File: config.mk
export PLATFORM = sky130hd
export DESIGN_NAME = text_display_controller_core
export DESIGN_NICKNAME = d
export VERILOG_FILES = /design/src/hdl/tdc_pkg.sv /design/src/hdl/text_display_controller_core.sv /design/src/hdl/tdc_ctrl.sv /design/src/hdl/tdc_datapath.sv
export VERILOG_INCLUDE_DIRS = /design/src /design/src/hdl
export SDC_FILE = /design/constraint.sdc
export NUM_CORES = 1
export LEC_CHECK = 0
export BUFFER_PORTS_ARGS = -buffer_cell sky130_fd_sc_hd__buf_2
export CELL_PAD_IN_SITES_DETAIL_PLACEMENT = 1
export CELL_PAD_IN_SITES_GLOBAL_PLACEMENT = 2
export CORE_MARGIN = 5
export CORE_UTILIZATION = 36
export CTS_CLUSTER_SIZE = 20
export DETAILED_ROUTE_END_ITERATION = 8
export PLACE_DENSITY = 0.95
export SLEW_MARGIN = 20
export SYNTH_ARGS = -nofsm -noshare
export SYNTH_HDL_FRONTEND = slang
export SYNTH_SLANG_ARGS = --single-unit
File: constraint.sdc
create_clock -name aclk -period 9.6 [get_ports aclk]
set_input_delay 1.92 -clock aclk [delete_from_list [all_inputs] [get_ports aclk]]
set_output_delay 1.92 -clock aclk [all_outputs]
set_load 0.01 [all_outputs]
File: src/hdl/assert_macros.svh
// Assertion macros used by the top-level RTL file of the text display controller.
// Each macro takes a label, clock, active-low reset, antecedent, consequent and message.
`ifndef ASSERT_MACROS_SVH
`define ASSERT_MACROS_SVH

// The consequent must hold in the same cycle as the antecedent.
`define ASSERT_SAME(label, clk, rstn, ante, cons, msg) \
    label: assert property (@(posedge clk) disable iff (!(rstn)) (ante) |-> (cons)) \
        else $error(msg);

// The consequent must hold in the cycle after the antecedent.
`define ASSERT_NEXT(label, clk, rstn, ante, cons, msg) \
    label: assert property (@(posedge clk) disable iff (!(rstn)) (ante) |=> (cons)) \
        else $error(msg);

`endif

File: src/hdl/tdc_pkg.sv
// Package of the text display controller: codes, constants and shared types.
// No dependencies; used by every module of the block.
`default_nettype none

package tdc_pkg;

    localparam int MAX_LINES_DEF = 4;
    localparam int ROW_STRIDE    = 128;
    localparam int GLYPH_WORDS   = 512;
    localparam int GLYPH_AW      = $clog2(GLYPH_WORDS);

    localparam int IN_W  = 24;
    localparam int OUT_W = 128;

    localparam logic [2:0] ACT_NONE      = 3'd0;
    localparam logic [2:0] ACT_QUERY     = 3'd1;
    localparam logic [2:0] ACT_CONTROL   = 3'd2;
    localparam logic [2:0] ACT_SET_ADDR  = 3'd3;
    localparam logic [2:0] ACT_RESET_CTL = 3'd4;
    localparam logic [2:0] ACT_WRITE     = 3'd5;
    localparam logic [2:0] ACT_FULL_RST  = 3'd6;
    localparam logic [2:0] ACT_UNSUP     = 3'd7;

    localparam logic [1:0] WK_NONE  = 2'd0;
    localparam logic [1:0] WK_TEXT  = 2'd1;
    localparam logic [1:0] WK_GLYPH = 2'd2;

    localparam logic [1:0] CLR_NONE = 2'd0;
    localparam logic [1:0] CLR_TEXT = 2'd1;
    localparam logic [1:0] CLR_ALL  = 2'd2;

    localparam logic [0:0] CFG_LINE_COUNT   = 1'd0;
    localparam logic [0:0] CFG_COLUMN_COUNT = 1'd1;

    localparam logic [2:0]  LINE_COUNT_RST   = 3'd4;
    localparam logic [6:0]  COLUMN_COUNT_RST = 7'd124;
    localparam logic [7:0]  SPACE_CHAR       = 8'd32;
    localparam logic [15:0] CURSOR_LIMIT     = 16'h0400;

    localparam logic [15:0] ID_WORD0     = 16'he4ff;
    localparam logic [15:0] ID_WORD1     = 16'hed73;
    localparam logic [15:0] VERSION_BASE = 16'h0500;
    localparam logic [15:0] ID_WORD3     = 16'h5742;
    localparam logic [15:0] ID_WORD4     = 16'h59ea;

    typedef struct packed {
        logic load_in;
        logic exec;
        logic clr_step;
        logic clr_init;
        logic load_out;
    } cmd_t;

    typedef struct packed {
        logic clr_need;
        logic clr_last;
    } sts_t;

    function automatic logic [15:0] version_word(input logic [2:0] lines);
        logic [2:0] lm1;
        lm1 = lines - 3'd1;
        return VERSION_BASE | {8'd0, lm1, 4'd0, lines[2]};
    endfunction

endpackage

`default_nettype wire

File: src/hdl/text_display_controller_core.sv
// Top level of the text display controller: controller and datapath joined by command/status.
// Depends on tdc_pkg, tdc_ctrl, tdc_datapath and assert_macros.svh.
//
//   Channel   Direction  Ports                       Contents
//   s_        in         s_tvalid/s_tready/s_tdata   one bus request
//   m_        out        m_tvalid/m_tready/m_tdata   one status result per request
//   cfg_      in         cfg_we/cfg_addr/cfg_wdata   line and column counts
//
// From acceptance to the next acceptance, with the result taken at once, a request goes
// through the steps accept, execute and load the output register.
// A text or full clear adds a sweep over the stores, one glyph store entry per cycle.
// After reset a clearing pass runs with s_tready low.
// A stalled result holds the block in its final step until the output register frees.
`default_nettype none
`include "assert_macros.svh"

module text_display_controller_core #(
    parameter int MAX_LINES = tdc_pkg::MAX_LINES_DEF
) (
    input  wire logic                      aclk,
    input  wire logic                      aresetn,
    input  wire logic                      s_tvalid,
    output logic                           s_tready,
    // s_tdata: action [2:0], value [18:3], zero pad [23:19]
    input  wire logic [tdc_pkg::IN_W-1:0]  s_tdata,
    output logic                           m_tvalid,
    input  wire logic                      m_tready,
    // m_tdata: reply_word0 [15:0], reply_word1 [31:16], reply_word2 [47:32],
    // reply_word3 [63:48], reply_word4 [79:64], control_bits [84:80],
    // backlight_on [85], cursor [95:86], write_kind [97:96], write_index [106:98],
    // write_value [122:107], cleared [124:123], zero pad [127:125]
    output logic [tdc_pkg::OUT_W-1:0]      m_tdata,
    input  wire logic                      cfg_we,
    input  wire logic [0:0]                cfg_addr,
    input  wire logic [6:0]                cfg_wdata
);

    tdc_pkg::cmd_t cmd;
    tdc_pkg::sts_t sts;

    tdc_ctrl u_ctrl (
        .aclk     (aclk),
        .aresetn  (aresetn),
        .s_tvalid (s_tvalid),
        .s_tready (s_tready),
        .m_tvalid (m_tvalid),
        .m_tready (m_tready),
        .sts      (sts),
        .cmd      (cmd)
    );

    tdc_datapath #(
        .MAX_LINES (MAX_LINES)
    ) u_datapath (
        .aclk      (aclk),
        .aresetn   (aresetn),
        .s_tdata   (s_tdata),
        .cfg_we    (cfg_we),
        .cfg_addr  (cfg_addr),
        .cfg_wdata (cfg_wdata),
        .cmd       (cmd),
        .sts       (sts),
        .m_tdata   (m_tdata)
    );

    `ASSERT_NEXT(a_one_request, aclk, aresetn, s_tvalid && s_tready, !s_tready,
        "a second request was taken while one was in progress")
    `ASSERT_SAME(a_no_write_zero, aclk, aresetn,
        m_tvalid && (m_tdata[97:96] == tdc_pkg::WK_NONE),
        (m_tdata[106:98] == 9'd0) && (m_tdata[122:107] == 16'd0),
        "write index or value set without a store write")
    `ASSERT_SAME(a_clear_no_write, aclk, aresetn,
        m_tvalid && (m_tdata[124:123] != tdc_pkg::CLR_NONE),
        m_tdata[97:96] == tdc_pkg::WK_NONE,
        "a clearing request reported a store write")

endmodule

`default_nettype wire

File: src/hdl/tdc_ctrl.sv
// Controller of the text display controller: sequences request, store clear and result.
// Depends on tdc_pkg; drives the datapath through tdc_pkg::cmd_t.
`default_nettype none

module tdc_ctrl (
    input  wire logic         aclk,
    input  wire logic         aresetn,
    input  wire logic         s_tvalid,
    output logic              s_tready,
    output logic              m_tvalid,
    input  wire logic         m_tready,
    input  wire tdc_pkg::sts_t sts,
    output tdc_pkg::cmd_t     cmd
);

    localparam logic [2:0] ST_INIT  = 3'd0;
    localparam logic [2:0] ST_IDLE  = 3'd1;
    localparam logic [2:0] ST_EXEC  = 3'd2;
    localparam logic [2:0] ST_CLEAR = 3'd3;
    localparam logic [2:0] ST_DONE  = 3'd4;

    logic [2:0] state_reg, state_next;
    logic       m_valid_reg, m_valid_next;

    always_comb begin
        state_next   = state_reg;
        m_valid_next = m_valid_reg;
        cmd          = '0;
        if (m_valid_reg && m_tready) begin
            m_valid_next = 1'b0;
        end
        unique case (state_reg)
            ST_INIT: begin
                cmd.clr_step = 1'b1;
                cmd.clr_init = 1'b1;
                if (sts.clr_last) begin
                    state_next = ST_IDLE;
                end
            end
            ST_IDLE: begin
                if (s_tvalid) begin
                    cmd.load_in = 1'b1;
                    state_next  = ST_EXEC;
                end
            end
            ST_EXEC: begin
                cmd.exec   = 1'b1;
                state_next = sts.clr_need ? ST_CLEAR : ST_DONE;
            end
            ST_CLEAR: begin
                cmd.clr_step = 1'b1;
                if (sts.clr_last) begin
                    state_next = ST_DONE;
                end
            end
            ST_DONE: begin
                if (!m_valid_reg || m_tready) begin
                    cmd.load_out = 1'b1;
                    m_valid_next = 1'b1;
                    state_next   = ST_IDLE;
                end
            end
            default: begin
                state_next = ST_INIT;
            end
        endcase
    end

    always_ff @(posedge aclk) begin
        if (!aresetn) begin
            state_reg   <= ST_INIT;
            m_valid_reg <= 1'b0;
        end else begin
            state_reg   <= state_next;
            m_valid_reg <= m_valid_next;
        end
    end

    assign s_tready = (state_reg == ST_IDLE);
    assign m_tvalid = m_valid_reg;

endmodule

`default_nettype wire

File: src/hdl/tdc_datapath.sv
// Datapath of the text display controller: registers, cursor logic, stores and result.
// Depends on tdc_pkg; commanded by tdc_ctrl.
`default_nettype none

module tdc_datapath #(
    parameter int MAX_LINES = tdc_pkg::MAX_LINES_DEF
) (
    input  wire logic                     aclk,
    input  wire logic                     aresetn,
    input  wire logic [tdc_pkg::IN_W-1:0] s_tdata,
    input  wire logic                     cfg_we,
    input  wire logic [0:0]               cfg_addr,
    input  wire logic [6:0]               cfg_wdata,
    input  wire tdc_pkg::cmd_t            cmd,
    output tdc_pkg::sts_t                 sts,
    output logic [tdc_pkg::OUT_W-1:0]     m_tdata
);

    localparam int TEXT_WORDS = MAX_LINES * tdc_pkg::ROW_STRIDE;
    localparam int TEXT_AW    = $clog2(TEXT_WORDS);

    logic [2:0]  line_count_reg;
    logic [6:0]  column_count_reg;
    logic [4:0]  control_reg, control_next;
    logic [9:0]  cursor_reg, cursor_next;
    logic [2:0]  act_reg;
    logic [15:0] val_reg;
    logic        query_reg, query_next;
    logic [1:0]  wkind_reg, wkind_next;
    logic [8:0]  windex_reg, windex_next;
    logic [15:0] wval_reg, wval_next;
    logic [1:0]  cleared_reg, cleared_next;
    logic [tdc_pkg::GLYPH_AW-1:0] clr_cnt_reg;
    logic [tdc_pkg::OUT_W-1:0]    out_reg;

    logic [7:0]  text_mem [TEXT_WORDS];
    logic [15:0] glyph_mem [tdc_pkg::GLYPH_WORDS];

    logic [2:0]  eff_lines;
    logic [6:0]  eff_cols;
    logic [2:0]  line3, nl;
    logic [6:0]  col, nc;
    logic        text_wr, glyph_wr;
    logic        clr_text, clr_glyph;
    logic [7:0]  clr_fill;
    logic [15:0] rep0, rep1, rep2, rep3, rep4;

    always_comb begin
        if (line_count_reg == 3'd0) begin
            eff_lines = 3'd1;
        end else if (line_count_reg > 3'(MAX_LINES)) begin
            eff_lines = 3'(MAX_LINES);
        end else begin
            eff_lines = line_count_reg;
        end
        eff_cols = {column_count_reg[6:2], 2'b00};
        if (eff_cols == 7'd0) begin
            eff_cols = 7'd4;
        end
    end

    always_comb begin
        control_next = control_reg;
        cursor_next  = cursor_reg;
        query_next   = 1'b0;
        wkind_next   = tdc_pkg::WK_NONE;
        windex_next  = 9'd0;
        wval_next    = 16'd0;
        cleared_next = tdc_pkg::CLR_NONE;
        text_wr      = 1'b0;
        glyph_wr     = 1'b0;
        line3        = {1'b0, cursor_reg[8:7]};
        col          = cursor_reg[6:0];
        nl           = line3 + 3'd1;
        nc           = col + 7'd1;
        unique case (act_reg)
            tdc_pkg::ACT_QUERY: begin
                query_next = 1'b1;
            end
            tdc_pkg::ACT_CONTROL: begin
                control_next = val_reg[4:0];
            end
            tdc_pkg::ACT_SET_ADDR: begin
                if (val_reg < tdc_pkg::CURSOR_LIMIT) begin
                    cursor_next = val_reg[9:0];
                end
            end
            tdc_pkg::ACT_RESET_CTL: begin
                if (val_reg[0]) begin
                    cleared_next = tdc_pkg::CLR_TEXT;
                end
                if (val_reg[1]) begin
                    cursor_next = 10'd0;
                end
            end
            tdc_pkg::ACT_WRITE: begin
                if (cursor_reg[9]) begin
                    glyph_wr    = 1'b1;
                    wkind_next  = tdc_pkg::WK_GLYPH;
                    windex_next = cursor_reg[8:0];
                    wval_next   = val_reg;
                    cursor_next = cursor_reg + 10'd1;
                end else if (col >= eff_cols) begin
                    cursor_next = (nl >= eff_lines) ? 10'd0 : {1'b0, nl[1:0], col};
                end else if (line3 >= eff_lines) begin
                    cursor_next = 10'd0;
                end else begin
                    text_wr     = 1'b1;
                    wkind_next  = tdc_pkg::WK_TEXT;
                    windex_next = cursor_reg[8:0];
                    wval_next   = {8'd0, val_reg[7:0]};
                    if (nc >= eff_cols) begin
                        cursor_next = (nl >= eff_lines) ? 10'd0 : {1'b0, nl[1:0], 7'd0};
                    end else begin
                        cursor_next = {1'b0, cursor_reg[8:7], nc};
                    end
                end
            end
            tdc_pkg::ACT_FULL_RST: begin
                cleared_next = tdc_pkg::CLR_ALL;
            end
            tdc_pkg::ACT_NONE, tdc_pkg::ACT_UNSUP: begin
            end
        endcase
    end

    assign clr_text  = cmd.clr_init || (cleared_reg != tdc_pkg::CLR_NONE);
    assign clr_glyph = cmd.clr_init || (cleared_reg == tdc_pkg::CLR_ALL);
    assign clr_fill  = (cmd.clr_init || (cleared_reg == tdc_pkg::CLR_TEXT)) ?
                       tdc_pkg::SPACE_CHAR : 8'd0;

    always_ff @(posedge aclk) begin
        if (cmd.clr_step) begin
            if (clr_text && (int'(clr_cnt_reg) < TEXT_WORDS)) begin
                text_mem[clr_cnt_reg[TEXT_AW-1:0]] <= clr_fill;
            end
        end else if (cmd.exec && text_wr) begin
            text_mem[cursor_reg[TEXT_AW-1:0]] <= val_reg[7:0];
        end
    end

    always_ff @(posedge aclk) begin
        if (cmd.clr_step) begin
            if (clr_glyph) begin
                glyph_mem[clr_cnt_reg] <= 16'd0;
            end
        end else if (cmd.exec && glyph_wr) begin
            glyph_mem[cursor_reg[8:0]] <= val_reg;
        end
    end

    always_ff @(posedge aclk) begin
        if (!aresetn) begin
            line_count_reg   <= tdc_pkg::LINE_COUNT_RST;
            column_count_reg <= tdc_pkg::COLUMN_COUNT_RST;
            control_reg      <= 5'd0;
            cursor_reg       <= 10'd0;
            clr_cnt_reg      <= '0;
            cleared_reg      <= tdc_pkg::CLR_NONE;
        end else begin
            if (cfg_we) begin
                unique case (cfg_addr)
                    tdc_pkg::CFG_LINE_COUNT:   line_count_reg   <= cfg_wdata[2:0];
                    tdc_pkg::CFG_COLUMN_COUNT: column_count_reg <= cfg_wdata;
                endcase
            end
            if (cmd.exec) begin
                control_reg <= control_next;
                cursor_reg  <= cursor_next;
                cleared_reg <= cleared_next;
            end
            if (cmd.clr_step) begin
                clr_cnt_reg <= clr_cnt_reg + tdc_pkg::GLYPH_AW'(1);
            end
        end
    end

    always_ff @(posedge aclk) begin
        if (cmd.load_in) begin
            act_reg <= s_tdata[2:0];
            val_reg <= s_tdata[18:3];
        end
        if (cmd.exec) begin
            query_reg  <= query_next;
            wkind_reg  <= wkind_next;
            windex_reg <= windex_next;
            wval_reg   <= wval_next;
        end
        if (cmd.load_out) begin
            out_reg <= {3'd0, cleared_reg, wval_reg, windex_reg, wkind_reg, cursor_reg,
                        &control_reg[1:0], control_reg, rep4, rep3, rep2, rep1, rep0};
        end
    end

    assign rep0 = query_reg ? tdc_pkg::ID_WORD0 : 16'd0;
    assign rep1 = query_reg ? tdc_pkg::ID_WORD1 : 16'd0;
    assign rep2 = query_reg ? tdc_pkg::version_word(eff_lines) : 16'd0;
    assign rep3 = query_reg ? tdc_pkg::ID_WORD3 : 16'd0;
    assign rep4 = query_reg ? tdc_pkg::ID_WORD4 : 16'd0;

    assign sts.clr_need = ((act_reg == tdc_pkg::ACT_RESET_CTL) && val_reg[0]) ||
                          (act_reg == tdc_pkg::ACT_FULL_RST);
    assign sts.clr_last = (clr_cnt_reg == tdc_pkg::GLYPH_AW'(tdc_pkg::GLYPH_WORDS - 1));
    assign m_tdata      = out_reg;

endmodule

`default_nettype wire

Yosys cells after proc, flatten, opt, wreduce, memory -nomap -nowiden

Cells that the tools add are included.

Bits in registers: 212
Input bits: 37

$add $sub $neg: 5
Magnitude comparators: 6
Equal/unequal tests: 19
Muxes and demuxes: 44
Bitwise gates (word level): 2
Reductions and logical operators: 19

Operators by type and width:

| cell                                                         | number |
|---|---|
| 2-to-1 mux 16 bit                                            | 4 |
| 2-to-1 mux 10 bit                                            | 6 |
| 2-to-1 mux 9 bit                                             | 5 |
| 2-to-1 mux 15 bit                                            | 2 |
| one-hot mux 10 bit (3 select lines)                          | 1 |
| 2-to-1 mux 3 bit                                             | 7 |
| less-than comparator 16 x 11 -> 1 bit, second input constant | 1 |
| one-hot mux 3 bit (5 select lines)                           | 1 |
| greater-or-equal comparator 7 bit                            | 2 |
| equality test 3 x 2 -> 1 bit, second input constant          | 4 |
| equality test 3 bit, second input constant                   | 4 |
| 2-to-1 mux 1 bit                                             | 12 |
| 2-to-1 mux 11 bit                                            | 1 |
| adder 10 x 1 -> 10 bit, second input constant                | 1 |
| AND reduction 5 bit                                          | 2 |
| adder 9 x 1 -> 9 bit, second input constant                  | 1 |
| equality test 9 bit, second input constant                   | 1 |
| 2-to-1 mux 8 bit                                             | 1 |
| AND reduction 2 bit                                          | 4 |
| AND reduction 4 bit                                          | 2 |
| adder 7 x 1 -> 7 bit, second input constant                  | 1 |
| 2-to-1 mux 7 bit                                             | 1 |
| equality test 3 x 1 -> 1 bit, second input constant          | 2 |
| logical NOT 3 bit                                            | 2 |
| 19 further kinds                                             | 27 |

Depth between registers and ports, before layout

Word-level depth: 10
Gate-level depth with buffers: 11
Mapped depth without buffers: 11

Modules after synthesis

Synthesis repeated with hierarchy kept, for this count alone.

Cells, all modules: 507
Area, all modules: 6252.2 um^2

By module, submodules not included:

| module       | instances | cells an instance | area each (um^2) | seq. area each (um^2) |
|---|---|---|---|---|
| tdc_datapath | 1         | 469               | 5944.5           | 3593.4 |
| tdc_ctrl     | 1         | 38                | 307.8            | 80.1 |

Worst setup path before layout

OpenSTA, ideal clock, no wires.

Path type: input to register
Start: input m_tready
End: register u_datapath.out_reg, in the netlist u_datapath.m_tdata[100], enable pin
Arrival: 4.087 ns
Required time: 9.142 ns
Slack: 5.055 ns
Stages: 2
Path through: nor2b_1 -> nor2_1

RTL lines:

| item                   | line                               | source |
|---|---|---|
| start: declaration     | text_display_controller_core.sv:27 | `input wire logic m_tready,` |
| end signal: assignment | tdc_datapath.sv:190                | `out_reg <= {3'd0, cleared_reg, wval_reg, windex_reg, wkind_reg, cursor_reg,` |
| end: declaration       | tdc_datapath.sv:34                 | `logic [tdc_pkg::OUT_W-1:0] out_reg;` |

==> metrics.md <==
| Metric | Value |
|---|---|
| Synth Cell Area | 0.00614 sq mm |
| TritonCTS sink count | 135 |
| Reg-to-Reg End | u_datapath.cursor_reg[6]$_SDFFE_PN0P_ |
| Max-slew headroom | 40.0% |
| Worst setup path endpoint | m_tdata[67] |
| Post-CTS setup buffer count | 0 |
| Cells after Synth | 502 |
| Largest net degree at the start of global routing | 46 |
| GRT overflow | 0 |
| Number of hold violations in the final report | 0 |
| Fraction of registers with async set/reset | 0% |
| Critical Path Source | u_datapath.m_tdata[78]$_DFFE_PP_ |
| Yosys warns | 0 |
| Worst Clk Skew | 8.20 ps |
| WP data required | 7680 ps |
| Number of flip-flops under the largest register name | 50 |
| Area delta synth->final | 15.7% |
| Leading cell types by total area after synthesis | edfxtp_1, dfxtp_1, buf_4 |
| Die ar. | 0.0198 sq mm |
| Largest delay contributor family on the critical path | flip-flops |
| Overall die height | 141 microns |
| Maximum fanout along the worst path | 41 |
| I/O pin total | 167 |
| Period minus WS final | 3540 ps |
| Level count of the clock H-tree | 4 |
| Wire length of the first global-routing pass | 22800 microns |
| Share of cell area taken by muxes after synthesis | 1.79% |
| Number of DRC violations after detailed-routing iteration 0 | 242 |
| Final setup TNS | 0 ps |
| CTS tree | built |
| Initial Utilization | 36.9% |
| Routed length per placed instance | 17.4 microns |
| Met2 layer wire length in the routed design | 7030 microns |
| Initial antenna violation count | 0 |
| Met1 wire length | 5890 microns |
| Worst Setup Start Kind | flop |
| Number of setup violations in the final report | 0 |
| Critical path arrival | 1620 ps |
| Number of vias in the routed layout | 3929 |
| 1st-pass router iterations | 5 |
| CORE AREA | 0.0166 sq mm |
| Resized cells post-CTS | 0 |
| Portion of the clock cycle consumed by the worst path in the final layout | 36.9% |
| Syn_area_per_cell | 12.2 sq um |
| Remaining number of nets flagged by the antenna check after routing | 0 |
| Cell with the most instances after synthesis | edfxtp_1 |
| Timing-limited maximum frequency | 282 MHz |
| Detailed Route WL | 14300 microns |
| Status | complete, no violations |
| Count of flip-flops with a built-in enable after synthesis | 97 |
| Proportion of netlist area held by the largest area contributor | 47.5% |
| Met3 wire length | 1080 microns |
| Worst hold margin | 417 ps |
| Share of the synthesized netlist area taken by xor and xnor gates | 2.28% |
| Total power per unit cell area | 211 mW/mm^2 |
| Source of the worst register-to-register timing path | u_datapath.cursor_reg[0]$_SDFFE_PN0P_ |
| Total global routing track utilization | 14.7% |
| Area occupied by multi-input gates | 0.00189 sq mm |
| Slowest cell on the critical path | edfxtp_1 |
| Peak ir drop on the vdd network | 0.000121 V |
| Setup repair after global routing missed its margin | false |
| Worst Max-Slew Pin Slew | 897 ps |
| Fillers | 1807 |
| Share of cells above drive strength 1 | 27.5% |
| Clock root buffer | clkbuf_16 |
| Cell chain of the critical path | buf_2 |
| Commonest cells post-synth | edfxtp_1, buf_4, dfxtp_1, nor2_1, and2_1 |
| Post-synthesis adder-cell area fraction | 4.49% |
| Global placer's final weighted congestion | 0.811 |
| Buffers from clock root to sink, at most | 2 |
| Final-stage net count | 649 |
| HPWL after detailed placement | 10500 microns |
| Clock-pin slew on the worst setup and hold paths | 60 ps |
| Flip-flop and latch area | 0.00367 sq mm |
| Main synth FF type | edfxtp_1 |
| Row count | 47 |
| Number of distinct standard cells referenced by the synthesized netlist | 58 |
| Number of remaining DRC errors | 0 |
| Max cap viols | 0 |
| Buffers added on ports | 123 |
| Library cell occupying the most area in the post-synthesis netlist | edfxtp_1 |
| Post-Synth Simple-Gate Area | 11.9% |
| Floorplan die width | 141 microns |
| Clock latency on the worst-skew pair | 420 ps |
| Antenna diodes | 0 |
| Worst-case reg-to-reg path depth | 11 |
| Delay of the slowest critical-path stage | 930 ps |
| Worst min-delay path class | reg2reg |
| Share of synthesized area occupied by flip-flops and latches | 59.9% |
| Via count of the first global-routing pass | 4113 |
| Leakage dissipation | 2.86 nW |
| Dominant combinational cell family by area after synthesis | simple AND/OR/NAND/NOR gates |
| Worst path buffer plus inverter count | 1 |
| Fin. max-slew vios | 0 |
| Via/cell ratio | 4.77 |
| Hold buffer count at CTS | 0 |
| Utilization after layout | 42.7% |
| Slack of the worst reg-to-reg path | 6410 ps |
| Critical path capture point type | output pin |
| CP Depth | 1 |
| Kind of critical path | reg2out |
| Area fraction in compound gates after synthesis | 7.79% |
| Uppermost layer routed | met4 |
| Post-synthesis sequential element count | 135 |
| Number of buffers created by CTS | 17 |
==> cell usage in the layout (no fill, tap or decap), types with 15 or more instances in the layout <==
cell type	synthesis	routed
a21oi_1	18	18
nand2_1	24	24
conb_1	1	38
edfxtp_1	97	97
and2_1	32	32
clkbuf_16	0	17
nor2_1	37	36
inv_1	15	15
dfxtp_1	38	38
buf_2	4	123
ha_1	22	22
==> cell type report <==
class / count / area share [%]
Clock buffer: 20 / 6.29
Clock inverter: 12 / 1.81
Inverter: 18 / 0.951
Multi-Input combinational cell: 294 / 26.6
Sequential cell: 135 / 51.7
Tap cell: 220 / 3.88
Timing Repair Buffer: 124 / 8.77
==> stage by stage <==
step / instances / instance area [sq um] / setup slack [ps] / total power [mW]
floorplan: 539 / 6270 / 5060 / 0.840
finish: 823 / 7100 / 6060 / 1.50
detailed placement: 791 / 6530 / 6090 / 0.880
global route: 823 / 7100 / 5840 / 1.57
global placement: 791 / 6530 / 6170 / 0.864
CTS: 823 / 7100 / 5990 / 1.51
==> worst min-delay path by stage <==
| stage | start | endpoint | slack (ps) | depth (start not counted) |
|---|---|---|---|---|
| finish | u_datapath.wval_reg[2]$_SDFFCE_PN0P_ | u_datapath.m_tdata[109]$_DFFE_PP_ | 420 | 0 |
| global route | u_datapath.windex_reg[4]$_SDFFCE_PN0P_ | u_datapath.m_tdata[102]$_DFFE_PP_ | 420 | 0 |
| CTS | u_datapath.wval_reg[2]$_SDFFCE_PN0P_ | u_datapath.m_tdata[109]$_DFFE_PP_ | 420 | 0 |
| detailed placement | u_datapath.wval_reg[2]$_SDFFCE_PN0P_ | u_datapath.m_tdata[109]$_DFFE_PP_ | 410 | 0 |
| global placement | u_datapath.wval_reg[11]$_SDFFCE_PN0P_ | u_datapath.m_tdata[118]$_DFFE_PP_ | 400 | 0 |
| floorplan | u_datapath.windex_reg[2]$_SDFFCE_PN0P_ | u_datapath.m_tdata[100]$_DFFE_PP_ | 400 | 0 |
==> cell families after synthesis <==
kind of cell,after synthesis
compound gates,67
fa+ha+maj,22
xor+xnor,16
flops,135
buf+inv,110
simple gates,140
mux,11
other cells,1
==> power by group <==
part	internal (mW)	switching [mW]	total, mW
Clock	0.388	0.242	0.630
Combinational	0.0538	0.0998	0.154
Sequential	0.679	0.0358	0.715
Total	1.12	0.378	1.50
==> layer usage <==
layer	vias up	GRT usage, %
met5	-	0
met4	0	5.15
met3	26	4.09
met2	155	25.1
met1	1916	17.8
li1	1832	-
No activity file was read; power rests on OpenSTA's default activity.
